## config.mk

```make
export PLATFORM = sky130hd
export DESIGN_NAME = mas_ctrl
export DESIGN_NICKNAME = d
export VERILOG_FILES = /design/src/rtl/mas_pkg.sv /design/src/rtl/mas_ctrl.sv
export SDC_FILE = /design/constraint.sdc
export NUM_CORES = 1
export LEC_CHECK = 0
export ABC_CLOCK_PERIOD_IN_PS = 1250
export BUFFER_PORTS_ARGS = -buffer_cell sky130_fd_sc_hd__buf_4
export CAP_MARGIN = 10
export CORE_AREA = 8 8 45 47
export DETAILED_ROUTE_END_ITERATION = 8
export DIE_AREA = 0 0 53 55
export PLACE_DENSITY = 0.46
export SETUP_SLACK_MARGIN = 0.05
export SYNTH_ARGS = -nofsm -noshare
export SYNTH_HDL_FRONTEND = slang
export SYNTH_SLANG_ARGS = --single-unit
```

## constraint.sdc

```tcl
create_clock -name clk_i -period 1.25 [get_ports clk_i]
set_clock_uncertainty 0.1 [all_clocks]
set_input_delay 0.3125 -clock clk_i [delete_from_list [all_inputs] [get_ports clk_i]]
set_output_delay 0.3125 -clock clk_i [all_outputs]
set_load 0.03 [all_outputs]
```

## src/rtl/mas_pkg.sv

```systemverilog
`timescale 1ns / 1ps
`default_nettype none
// ----------------------------------------------------------------------------
// mas_pkg
// Shared types, constants and helpers of the moving average block.
// ----------------------------------------------------------------------------
package mas_pkg;

  localparam int PriceW    = 32;
  localparam int WinW      = 9;
  localparam int SumW      = 40;
  localparam int SeenW     = 9;
  localparam int HistDepth = 256;
  localparam int HistAddrW = $clog2(HistDepth);
  localparam int ProdW     = PriceW + WinW;
  localparam int DivW      = 42;
  localparam int DenW      = WinW + 1;
  localparam int RemW      = WinW;
  localparam int DivCntW   = $clog2(DivW + 1);
  localparam int AddrW     = 3;

  localparam logic [SeenW-1:0] SeenMax     = '1;
  localparam logic [WinW-1:0]  WindowReset = WinW'(20);
  localparam logic [WinW-1:0]  WindowMax   = WinW'(HistDepth);

  localparam logic RegMode   = 1'b0;
  localparam logic RegWindow = 1'b1;

  typedef struct packed {
    logic [PriceW-1:0] close_price;
    logic              start_of_series;
  } in_word_t;

  typedef struct packed {
    logic [PriceW-1:0] average;
    logic              average_valid;
  } out_word_t;

  typedef struct packed {
    logic accept;
    logic update;
    logic div_start;
    logic finish;
  } mas_cmd_t;

  typedef struct packed {
    logic div_busy;
    logic out_free;
  } mas_status_t;

  function automatic logic [PriceW-1:0] sat_price(input logic [DivW-1:0] q);
    logic [PriceW-1:0] r;
    r = (|q[DivW-1:PriceW]) ? '1 : q[PriceW-1:0];
    return r;
  endfunction

  function automatic logic [WinW-1:0] eff_window(input logic [WinW-1:0] w);
    logic [WinW-1:0] r;
    if (w == '0) begin
      r = WinW'(1);
    end else if (w > WindowMax) begin
      r = WindowMax;
    end else begin
      r = w;
    end
    return r;
  endfunction

endpackage
`default_nettype wire

```

## src/rtl/mas_ctrl.sv

```systemverilog
`timescale 1ns / 1ps
`default_nettype none
// ----------------------------------------------------------------------------
// mas_ctrl
// Sequencer that steps one word at a time through the datapath.
// ----------------------------------------------------------------------------
module mas_ctrl (
  input  wire logic                 clk_i,
  input  wire logic                 rst_ni,
  input  wire logic                 in_valid_i,
  output logic                      in_ready_o,
  input  wire mas_pkg::mas_status_t status_i,
  output mas_pkg::mas_cmd_t         cmd_o
);
  import mas_pkg::*;

  typedef enum logic [4:0] {
    StIdle   = 5'b00001,
    StUpdate = 5'b00010,
    StStart  = 5'b00100,
    StWait   = 5'b01000,
    StFinish = 5'b10000
  } state_e;

  state_e state_q, state_d;

  always_comb begin
    state_d          = state_q;
    cmd_o            = '0;
    in_ready_o       = 1'b0;
    case (state_q)
      StIdle: begin
        in_ready_o = 1'b1;
        if (in_valid_i) begin
          cmd_o.accept = 1'b1;
          state_d      = StUpdate;
        end
      end
      StUpdate: begin
        cmd_o.update = 1'b1;
        state_d      = StStart;
      end
      StStart: begin
        cmd_o.div_start = 1'b1;
        state_d         = StWait;
      end
      StWait: begin
        if (!status_i.div_busy) begin
          state_d = StFinish;
        end
      end
      StFinish: begin
        if (status_i.out_free) begin
          cmd_o.finish = 1'b1;
          state_d      = StIdle;
        end
      end
      default: begin
        state_d = StIdle;
      end
    endcase
  end

  always_ff @(posedge clk_i or negedge rst_ni) begin
    if (!rst_ni) begin
      state_q <= StIdle;
    end else begin
      state_q <= state_d;
    end
  end

endmodule
`default_nettype wire

```

Word level (Yosys, flattened, before mapping)

Cells that the tools add are included.

Reduce and logical (&&, ||, !) cells: 1
Equal/unequal tests: 8
Multiplexer cells: 11

Operators with widths:

| cell                                                 | number |
|---|---|
| one-hot mux 5 bit (5 select lines)                   | 1 |
| two-way mux 5 bit                                    | 3 |
| two-way mux 1 bit                                    | 7 |
| != test 2 bit (second input constant)                | 3 |
| equality test 5 x 1 -> 1 bit (second input constant) | 1 |
| equality test 5 x 2 -> 1 bit (second input constant) | 1 |
| equality test 5 x 3 -> 1 bit (second input constant) | 1 |
| equality test 5 x 4 -> 1 bit (second input constant) | 1 |
| equality test 5 bit (second input constant)          | 1 |
| AND reduction 3 bit                                  | 1 |

Input bits: 5
Output and inout bits: 5
Register bits: 5

Depth between registers and ports, before layout

Gate-level depths: netlist of run 1.

Depth after elaboration: 3
Gate-level depth with buffers: 5
Gate-level depth less buffers: 4

Least setup slack after synthesis of run 1

OpenSTA, ideal clock, no wires.

Kind: reg2out
From: register state_q[4]
To: output cmd_o[2] in the netlist's numbering
Arrival: 1.280 ns
Cell stages (with the launch flop): 4
Required time: 0.837 ns
Slack: -0.442 ns
Path buffers: 0
Cells stage by stage: dfrtp_1 -> nor2_2 -> nand2_1 -> nor3_1

RTL lines:

| element                | RTL line       | RTL |
|---|---|---|
| start, declared        | mas_ctrl.sv:25 | `state_e state_q, state_d;` |
| start signal, assigned | mas_ctrl.sv:66 | `state_q <= StIdle;` |
| start signal, assigned | mas_ctrl.sv:68 | `state_q <= state_d;` |
| end, declared          | mas_ctrl.sv:13 | `output mas_pkg::mas_cmd_t cmd_o` |

==> impl_metrics.env, run 1 <==
export IMPL_status="finished, violations left"
export IMPL_violations="negative setup slack"
export IMPL_fp_dieArea_sq_mm=0.00292
export IMPL_track_usage=0.0713
export IMPL_antenna_cells=0
export IMPL_port_buffers=9
export IMPL_fin_crit_ns=1.68
export IMPL_top_register="state_q"
export IMPL_hold_start="status_i[1]"
export IMPL_slew_violations=0
export IMPL_fin_cells=75
export IMPL_startpoint_type="flip-flop"
export IMPL_antenna_found_initial=0
export IMPL_cp_required_ns=0.84
export IMPL_finalWirelength_um=955
export IMPL_grt_pass1_vias=391
export IMPL_drc=0
export IMPL_fp_dieH_um=55
export IMPL_synthTopCellsByArea="dfrtp_1, dfstp_2, a21oi_2"
export IMPL_grt_max_degree=8
export IMPL_num_rows=14
export IMPL_path_max_fanout=3
export IMPL_nFillCells=132
export IMPL_ant_nets=0
export IMPL_synth_nets=38
export IMPL_reg_top3="state_q: 5 flops"
export IMPL_synth_area_sq_um=307
export IMPL_holdWs_ns=0.191
export IMPL_irDropWorstVdd_uv=1330
export IMPL_firstDrtPassIters=1
export IMPL_drive_gt1_frac=0.712
export IMPL_cts_buffers=3
export IMPL_area_growth_pct=91.4
export IMPL_max_cap_viol_count=0
export IMPL_r2r_slack_ns=-0.15
export IMPL_initial_core_util=0.222
export IMPL_p_per_area_mw_per_mm2=2470
export IMPL_rsz0062_at_grt="true"
export IMPL_fin_tns_setup_ns=-2.13
export IMPL_cts_tree="built"
export IMPL_seq_area_sq_um=128
export IMPL_yosys_area_top_type="dfrtp_1"
export IMPL_crit_path_top_delay_cell="dfstp_2"
export IMPL_ys_warnings_count=0
export IMPL_grt_overflow_total=0
export IMPL_place_ws_ns=-0.215
export IMPL_cts_clk_slew_worst_paths_ns=0.04
export IMPL_cts_sinks=5
export IMPL_io_pin_count=10
export IMPL_startpoint="state_q[0]"
export IMPL_core_area_sq_mm=0.00138
export IMPL_worst_r2r_cell_count=6
export IMPL_path_cells="and3_4, and2_4, buf_6"
export IMPL_slew_limit_headroom=0.852
export IMPL_synth_most_common_cell="dfrtp_1"
export IMPL_clk_latency_ns=0.24
export IMPL_place_detailed_hpwl_um=658
export IMPL_path_class="reg -> out"
export IMPL_whs_path_depth=2
export IMPL_syn_inst=33
export IMPL_synth_edf_count=0
export IMPL_multi_input_area_sq_um=214
export IMPL_synthFlopType="dfrtp_1"
export IMPL_avgSynthCellArea_sq_um=9.29
export IMPL_ys_ff_latch=5
export IMPL_cp_data_arrival_time_ns=1.27
export IMPL_fin_crit_sh=1.35
export IMPL_wl_per_cell_um=12.7
export IMPL_ys_async_sr_fraction=1.00
export IMPL_synth_cell_types=23
export IMPL_max_freq_mhz=595
export IMPL_p_leak_nw=0.271
export IMPL_cp_slowest_stage_delay_ns=0.57
export IMPL_hold_violations=0
export IMPL_largest_reg_flops=5
export IMPL_setup_viol=6
export IMPL_nets=65
export IMPL_setup_ws_ns=-0.431
export IMPL_routabilityCongestion=0.843
export IMPL_yosysSeqAreaShare=0.412
export IMPL_rr_startpoint="state_q[0]"
export IMPL_hold_path_end="state_q[4]"
export IMPL_die_width_um=53
export IMPL_place_inst=64
export IMPL_drtIter0Drc=0
export IMPL_critPathCaptureType="output pin"
export IMPL_cts_buffer_depth=2
export IMPL_hp_class="in -> reg"
export IMPL_r2r_end="state_q[0]"
export IMPL_synth_top_area_frac=0.327
export IMPL_root_buffer="clkbuf_4"
export IMPL_viasPerCell=4.65
export IMPL_grt_pass1_wl_um=1550
export IMPL_max_slew_worst_pin_slew_ns=0.220
export IMPL_via_count=349
export IMPL_h_tree_depth=1
-- report_power, final --
part | leakage (nW) | total [W] | switching (W) | internal, W
combinational | 0.190 | 0.000973 | 0.000459 | 0.000514
clock | 0.0177 | 0.000182 | 0.0000663 | 0.000116
sequential | 0.0635 | 0.000293 | 0.0000681 | 0.000225
-- layer usage --
layer / vias up / routed length (um) / GRT usage
met5: - / 0 / 0
met4: 0 / 17 / 0.0388
met3: 2 / 71 / 0.0348
met2: 12 / 511 / 0.125
met1: 166 / 355 / 0.0675
li1: 169 / - / -
-- cells by family after synthesis --
logic type	after synthesis	synth area share
AOI/OAI and AO/OA	7	0.155
xor gates and xnor gates	1	0.0286
buffers and inverters	2	0.0490
and+or+nand+nor	18	0.355
DFF	5	0.412
-- worst max-delay path: cells and delay by family (launching register included) --
kind          cells  cell delay [ns]
simple gates      2             0.34
buf+inv           1             0.12
flops             1             0.57
-- final cells by class --
type                            instances  area share
Tap cell                               16      0.0341
Sequential cell                         5       0.217
Multi-Input combinational cell         26       0.365
Timing Repair Buffer                   23       0.330
Inverter                                1     0.00640
Clock buffer                            3      0.0384
Clock inverter                          1     0.00853
-- what timing repair did --
action,CTS,global route
hold buffers,1,0
endpoints found under the hold margin,5,0
setup buffers,5,1
gates resized for setup,8,6
cloned,0,0
endpoints found under the setup margin,7,8
pin swaps,6,1
-- cell usage in the layout, fill, tap and decap left out --
| master | n |
|---|---|
| a21oi_2 | 2 |
| xor2_1 | 1 |
| buf_4 | 17 |
| buf_6 | 5 |
| and2_4 | 1 |
| dfstp_2 | 1 |
| o21ai_2 | 1 |
| clkbuf_4 | 3 |
| nand3_1 | 1 |
| o21ai_0 | 2 |
| dfrtp_1 | 3 |
| o21ai_1 | 1 |
| nand2b_1 | 1 |
| o22ai_1 | 1 |
| and2_1 | 1 |
| nand3b_1 | 1 |
| dfrtp_2 | 1 |
| nor2b_2 | 1 |
| nor2_4 | 1 |
| and3_4 | 2 |
| and3b_2 | 1 |
| nand2_1 | 1 |
| nor2_2 | 2 |
| nor3_4 | 2 |
| dlygate4sd3_1 | 1 |
| clkinv_2 | 1 |
| nor3_1 | 1 |
| inv_1 | 1 |
| nand2_4 | 1 |
| nand4_1 | 1 |
-- worst max-delay path by stage --
stage,slack [ns],to
3_3_place_gp,-0.22,cmd_o[3]
4_1_cts,-0.41,cmd_o[3]
3_5_place_dp,-0.22,cmd_o[3]
6_report,-0.43,cmd_o[3]
5_1_grt,-0.48,cmd_o[3]
2_1_floorplan,-0.21,cmd_o[3]
-- metrics by stage --
| step | util | power [W] | area [sq um] |
|---|---|---|---|
| detailed placement | 0.326 | 0.000971 | 452 |
| global placement | 0.326 | 0.000969 | 452 |
| CTS | 0.401 | 0.00133 | 554 |
| floorplan | - | 0.000716 | 323 |
| finish | 0.424 | 0.00145 | 587 |
| global route | 0.424 | 0.00155 | 587 |
Power figures use the tool's default switching activity.
==> run 2, diff against run 1 <==
Settings changed: SETUP_SLACK_MARGIN 0.05 to 0.02.
==> run 2 against run 1 <==
Net effect: the run still ends with negative setup slack left; sequential cell count stayed put; highest routed layer unchanged; count of clock-buffer cells in the layout is the same; largest cell class unchanged; non-clock buffer count did not move; worst setup slack gained 0.00061 ns; combinational power is 0.7% higher; sequential power is essentially flat; routed wire length down 1.3%; global-route usage unchanged; total power grew 0.49%; largest power group unchanged; clock power hardly changed.
==> impl_metrics.env, run 2 (synthesized netlist as in run 1, its figures left out) <==
export IMPL_final_common_cell="buf_4"
export IMPL_cts_tree="built"
export IMPL_cts_sinks=5
export IMPL_h_tree_depth=1
export IMPL_finalWirelength_um=943
export IMPL_max_cap_viol_count=0
export IMPL_post_dp_cell_area_sq_um=452
export IMPL_track_usage=0.0713
export IMPL_critPathCaptureType="output pin"
export IMPL_place_inst=64
export IMPL_via_count=346
export IMPL_multi_input_area_sq_um=225
export IMPL_ant_nets=0
export IMPL_drtIter0Drc=0
export IMPL_largest_reg_flops=5
export IMPL_fin_cells=75
export IMPL_area_growth_pct=95.1
export IMPL_setup_viol=6
export IMPL_cp_required_ns=0.84
export IMPL_drc=0
export IMPL_path_max_fanout=3
export IMPL_slew_limit_headroom=0.845
export IMPL_irDropWorstVdd_uv=1330
export IMPL_status="finished, violations left"
export IMPL_antenna_cells=0
export IMPL_grt_pass1_vias=389
export IMPL_port_buffers=9
export IMPL_firstDrtPassIters=1
export IMPL_grt_overflow_total=0
export IMPL_path_class="reg -> out"
export IMPL_root_buffer="clkbuf_4"
export IMPL_num_rows=14
export IMPL_drive_gt1_frac=0.746
export IMPL_nFillCells=129
export IMPL_crit_path_top_delay_cell="dfstp_2"
export IMPL_wl_per_cell_um=12.6
export IMPL_slew_violations=0
export IMPL_cts_buffer_depth=2
export IMPL_routabilityCongestion=0.843
export IMPL_crit_family="flip-flops"
export IMPL_cp_num_buf_inv=1
export IMPL_cp_slowest_stage_delay_ns=0.57
export IMPL_clk_latency_ns=0.24
export IMPL_initial_core_util=0.222
export IMPL_fin_crit_ns=1.68
export IMPL_path_cells="and3_4, and2_4, buf_6"
export IMPL_fp_dieH_um=55
export IMPL_setup_ws_ns=-0.431
export IMPL_grt_max_degree=8
export IMPL_fp_dieArea_sq_mm=0.00292
export IMPL_seq_area_sq_um=128
export IMPL_hold_violations=0
export IMPL_max_slew_worst_pin_slew_ns=0.231
export IMPL_final_cell_mix="buf_4, buf_6, clkbuf_4, dfrtp_1"
export IMPL_die_width_um=53
export IMPL_place_detailed_hpwl_um=658
export IMPL_violations="negative setup slack"
export IMPL_antenna_found_initial=0
export IMPL_hp_class="in -> reg"
export IMPL_rsz0062_at_grt="true"
export IMPL_cp_data_arrival_time_ns=1.27
export IMPL_max_freq_mhz=595
export IMPL_p_per_area_mw_per_mm2=2430
export IMPL_cts_buffers=3
export IMPL_startpoint_type="flip-flop"
export IMPL_p_total_w=0.00145
export IMPL_top_register="state_q"
export IMPL_p_leak_nw=0.273
export IMPL_grt_pass1_wl_um=1550
export IMPL_cts_clk_slew_worst_paths_ns=0.04
export IMPL_fin_crit_sh=1.34
export IMPL_post_route_util=0.432
export IMPL_reg_top3="state_q: 5 flops"
export IMPL_core_area_sq_mm=0.00138
export IMPL_io_pin_count=10
export IMPL_viasPerCell=4.61
export IMPL_postLayoutCellArea_sq_um=598
export IMPL_nets=65
## run 2: cell counts in the layout (fill, tap and decap cells not counted)
No cell type changed its count.
## run 2: layer usage
layer,up-vias,track usage,part of all wire
li1,168,-,-
met1,166,0.0675,0.37
met2,10,0.125,0.54
met3,2,0.0348,0.072
met4,0,0.0388,0.016
met5,-,0,0
## run 2: final cells by class
cell class,instances,share of cell area
multi-input cells,26,0.377
repair buffers,23,0.324
flip-flops and latches,5,0.213
clock buffers,3,0.0377
well taps,16,0.0335
clock inverters,1,0.00837
inverters,1,0.00628
## run 2: where the power goes
part / internal, W / switching (W) / leakage, nW / total (W)
clock: 0.000116 / 0.0000664 / 0.0177 / 0.000182
sequential: 0.000225 / 0.0000678 / 0.0635 / 0.000292
combinational: 0.000515 / 0.000465 / 0.192 / 0.000980
total: 0.000855 / 0.000599 / 0.273 / 0.00145
## run 2: final timing paths
kind                              from    endpoint  slack [ns]  depth (start not counted)
hold / removal             status_i[1]  state_q[4]        0.16                          2
setup reg to reg            state_q[0]  state_q[0]       -0.15                          6
max in group asynchronous       rst_ni  state_q[0]        0.55                          2
min in group asynchronous       rst_ni  state_q[2]        0.31                          2
setup / recovery            state_q[0]    cmd_o[3]       -0.43                          3
hold reg to reg             state_q[3]  state_q[4]        0.57                          3
## run 2: through the flow
stage                     hold WS, ns  setup slack [ns]  TNS, ns
after CTS                       0.165            -0.414    -2.12
after global routing            0.154            -0.477    -2.55
final                           0.162            -0.431    -2.13
after global placement         0.0128            -0.215   -0.796
after floorplan               -0.0831            -0.214   -0.687
after detailed placement       0.0139            -0.215   -0.809
## run 2: timing repair
action / 4_1_cts / 5_1_grt
gates resized for setup: 8 / 8
hold buffers: 1 / 0
buffers inserted: 5 / 1
cloned: 0 / 0
pin swaps: 4 / 1
endpoints found under the hold margin: 5 / 0
endpoints found under the setup margin: 6 / 8
==> run 3, diff against run 2 <==
Settings changed: ABC_CLOCK_PERIOD_IN_PS 1250 to 1500, HOLD_SLACK_MARGIN set to 0.15.
Clock period 1.25 ns to 1.5 ns, I/O delays scaled along.
==> run 3 against run 2 <==
Net effect: the flow still finishes with violations (negative setup slack); design area shrank 9.4%; critical path depth is the same; combinational power shrank 32%; critical endpoint unchanged; largest power group unchanged; highest routed layer is now met3.
==> impl_metrics.env, run 3 (synthesized netlist as in run 1, its figures left out) <==
export IMPL_fin_crit_ns=1.73
export IMPL_cp_num_buf_inv=1
export IMPL_r2r_slack_ns=0.19
export IMPL_setup_ws_ns=-0.227
export IMPL_hp_class="in -> reg"
export IMPL_grt_pass1_wl_um=1340
export IMPL_p_leak_nw=0.249
export IMPL_die_width_um=53
export IMPL_initial_core_util=0.222
export IMPL_crit_family="flip-flops"
export IMPL_via_count=308
export IMPL_worst_r2r_cell_count=5
export IMPL_violations="negative setup slack"
export IMPL_hold_violations=0
export IMPL_hold_path_end="state_q[4]"
export IMPL_hold_start="status_i[1]"
export IMPL_ant_nets=0
export IMPL_switching_share=0.402
export IMPL_critPathCaptureType="output pin"
export IMPL_cts_buffers=3
export IMPL_finalWirelength_um=812
export IMPL_drc=0
export IMPL_grt_pass1_vias=324
export IMPL_track_usage=0.0641
export IMPL_clk_latency_ns=0.24
export IMPL_num_rows=14
export IMPL_postLayoutCellArea_sq_um=542
export IMPL_final_cell_mix="buf_4, buf_6, clkbuf_4, dfrtp_1"
export IMPL_slew_limit_headroom=0.864
export IMPL_final_common_cell="buf_4"
export IMPL_firstDrtPassIters=2
export IMPL_path_cells="and3_4, and2_4, buf_6"
export IMPL_routabilityCongestion=0.764
export IMPL_fp_dieH_um=55
export IMPL_area_growth_pct=76.7
export IMPL_setup_viol=5
export IMPL_r2r_end="state_q[0]"
export IMPL_cts_clk_slew_worst_paths_ns=0.04
export IMPL_cp_slowest_stage_delay_ns=0.56
export IMPL_root_buffer="clkbuf_4"
export IMPL_max_cap_viol_count=0
export IMPL_seqPwrFrac=0.224
export IMPL_irDropWorstVdd_uv=925
export IMPL_antenna_found_initial=0
export IMPL_cp_required_ns=1.02
export IMPL_place_detailed_hpwl_um=636
export IMPL_max_slew_worst_pin_slew_ns=0.202
export IMPL_h_tree_depth=1
export IMPL_core_area_sq_mm=0.00138
export IMPL_cp_data_arrival_time_ns=1.25
export IMPL_cts_sinks=5
export IMPL_p_int_w=0.000635
export IMPL_nets=61
export IMPL_crit_path_top_delay_cell="dfstp_2"
export IMPL_grt_overflow_total=0
export IMPL_largest_reg_flops=5
export IMPL_viasPerCell=4.34
export IMPL_p_per_area_mw_per_mm2=1960
export IMPL_p_comb_frac=0.631
export IMPL_p_clk_frac=0.145
export IMPL_whs_path_depth=2
export IMPL_cts_tree="built"
export IMPL_rr_startpoint="state_q[0]"
export IMPL_startpoint_type="flip-flop"
export IMPL_port_buffers=9
export IMPL_drtIter0Drc=7
export IMPL_drive_gt1_frac=0.618
export IMPL_top_register="state_q"
export IMPL_slew_violations=0
export IMPL_fin_crit_sh=1.15
export IMPL_status="finished, violations left"
export IMPL_post_dp_cell_area_sq_um=448
export IMPL_p_total_w=0.00106
export IMPL_switchingPower_w=0.000427
export IMPL_path_max_fanout=3
export IMPL_cts_buffer_depth=2
export IMPL_rsz0062_at_grt="true"
export IMPL_io_pin_count=10
export IMPL_wl_per_cell_um=11.4
export IMPL_path_class="reg -> out"
export IMPL_antenna_cells=0
export IMPL_reg_top3="state_q: 5 flops"
export IMPL_max_freq_mhz=579
export IMPL_grt_max_degree=7
export IMPL_fp_dieArea_sq_mm=0.00292
==> run 3: per-stage QoR <==
| step | setup WS (ns) | cells | utilization | TNS [ns] | hold slack (ns) |
|---|---|---|---|---|---|
| after floorplan | -0.0266 | 33 | - | -0.0372 | -0.0206 |
| after global placement | 0.0254 | 64 | 0.324 | 0 | 0.0766 |
| after detailed placement | 0.00841 | 64 | 0.324 | 0 | 0.0781 |
| after CTS | -0.221 | 71 | 0.374 | -0.996 | 0.227 |
| after global routing | -0.280 | 71 | 0.392 | -1.27 | 0.219 |
| final | -0.227 | 71 | 0.392 | -0.968 | 0.237 |
==> run 3: worst max-delay path by stage <==
stage               start  endpoint  slack, ns  cells after the start
4_1_cts        state_q[2]  cmd_o[3]      -0.22                      4
3_3_place_gp   state_q[0]  cmd_o[3]       0.03                      3
3_5_place_dp   state_q[3]  cmd_o[1]      0.008                      3
5_1_grt        state_q[3]  cmd_o[3]      -0.28                      4
2_1_floorplan  state_q[0]  cmd_o[3]      -0.03                      2
6_report       state_q[0]  cmd_o[3]      -0.23                      3
==> run 3: area by class of cell <==
class / instances / area [sq um]
clock buffer: 4 / 26.3
timing repair buffer: 19 / 164
sequential: 5 / 128
tap: 16 / 20.0
fill: 147 / 842
inverter: 1 / 3.75
multi-input combinational: 26 / 200
==> run 3: routing by layer <==
layer  vias to the layer above  global-route usage  wire (um)
met5                         -                   0          0
met4                         0              0.0388          0
met3                         0              0.0455         82
met2                         8               0.102        390
met1                       140              0.0598        338
li1                        160                   -          -
==> run 3: power by group through the flow <==
| stage | registers [W] | logic, W | clock network, W |
|---|---|---|---|
| detailed placement | 0.000225 | 0.000595 | 0 |
| finish | 0.000239 | 0.000670 | 0.000154 |
| global placement | 0.000228 | 0.000586 | 0 |
| floorplan | 0.000241 | 0.000354 | 0 |
| global route | 0.000241 | 0.000728 | 0.000175 |
| CTS | 0.000224 | 0.000664 | 0.000162 |
==> run 3: timing repair <==
item	in CTS	in global routing
endpoints found under the hold margin	5	0
resized for setup	5	6
hold buffers	1	0
setup endpoints to repair	5	5
pin swaps	5	1
setup buffers	2	0
==> run 3: worst register-to-register path: stages (launching register included) <==
cell	delay (ns)
dfstp_2	0.56
buf_4	0.15
xor2_1	0.13
o21ai_1	0.08
o21ai_2	0.14
a21oi_2	0.08
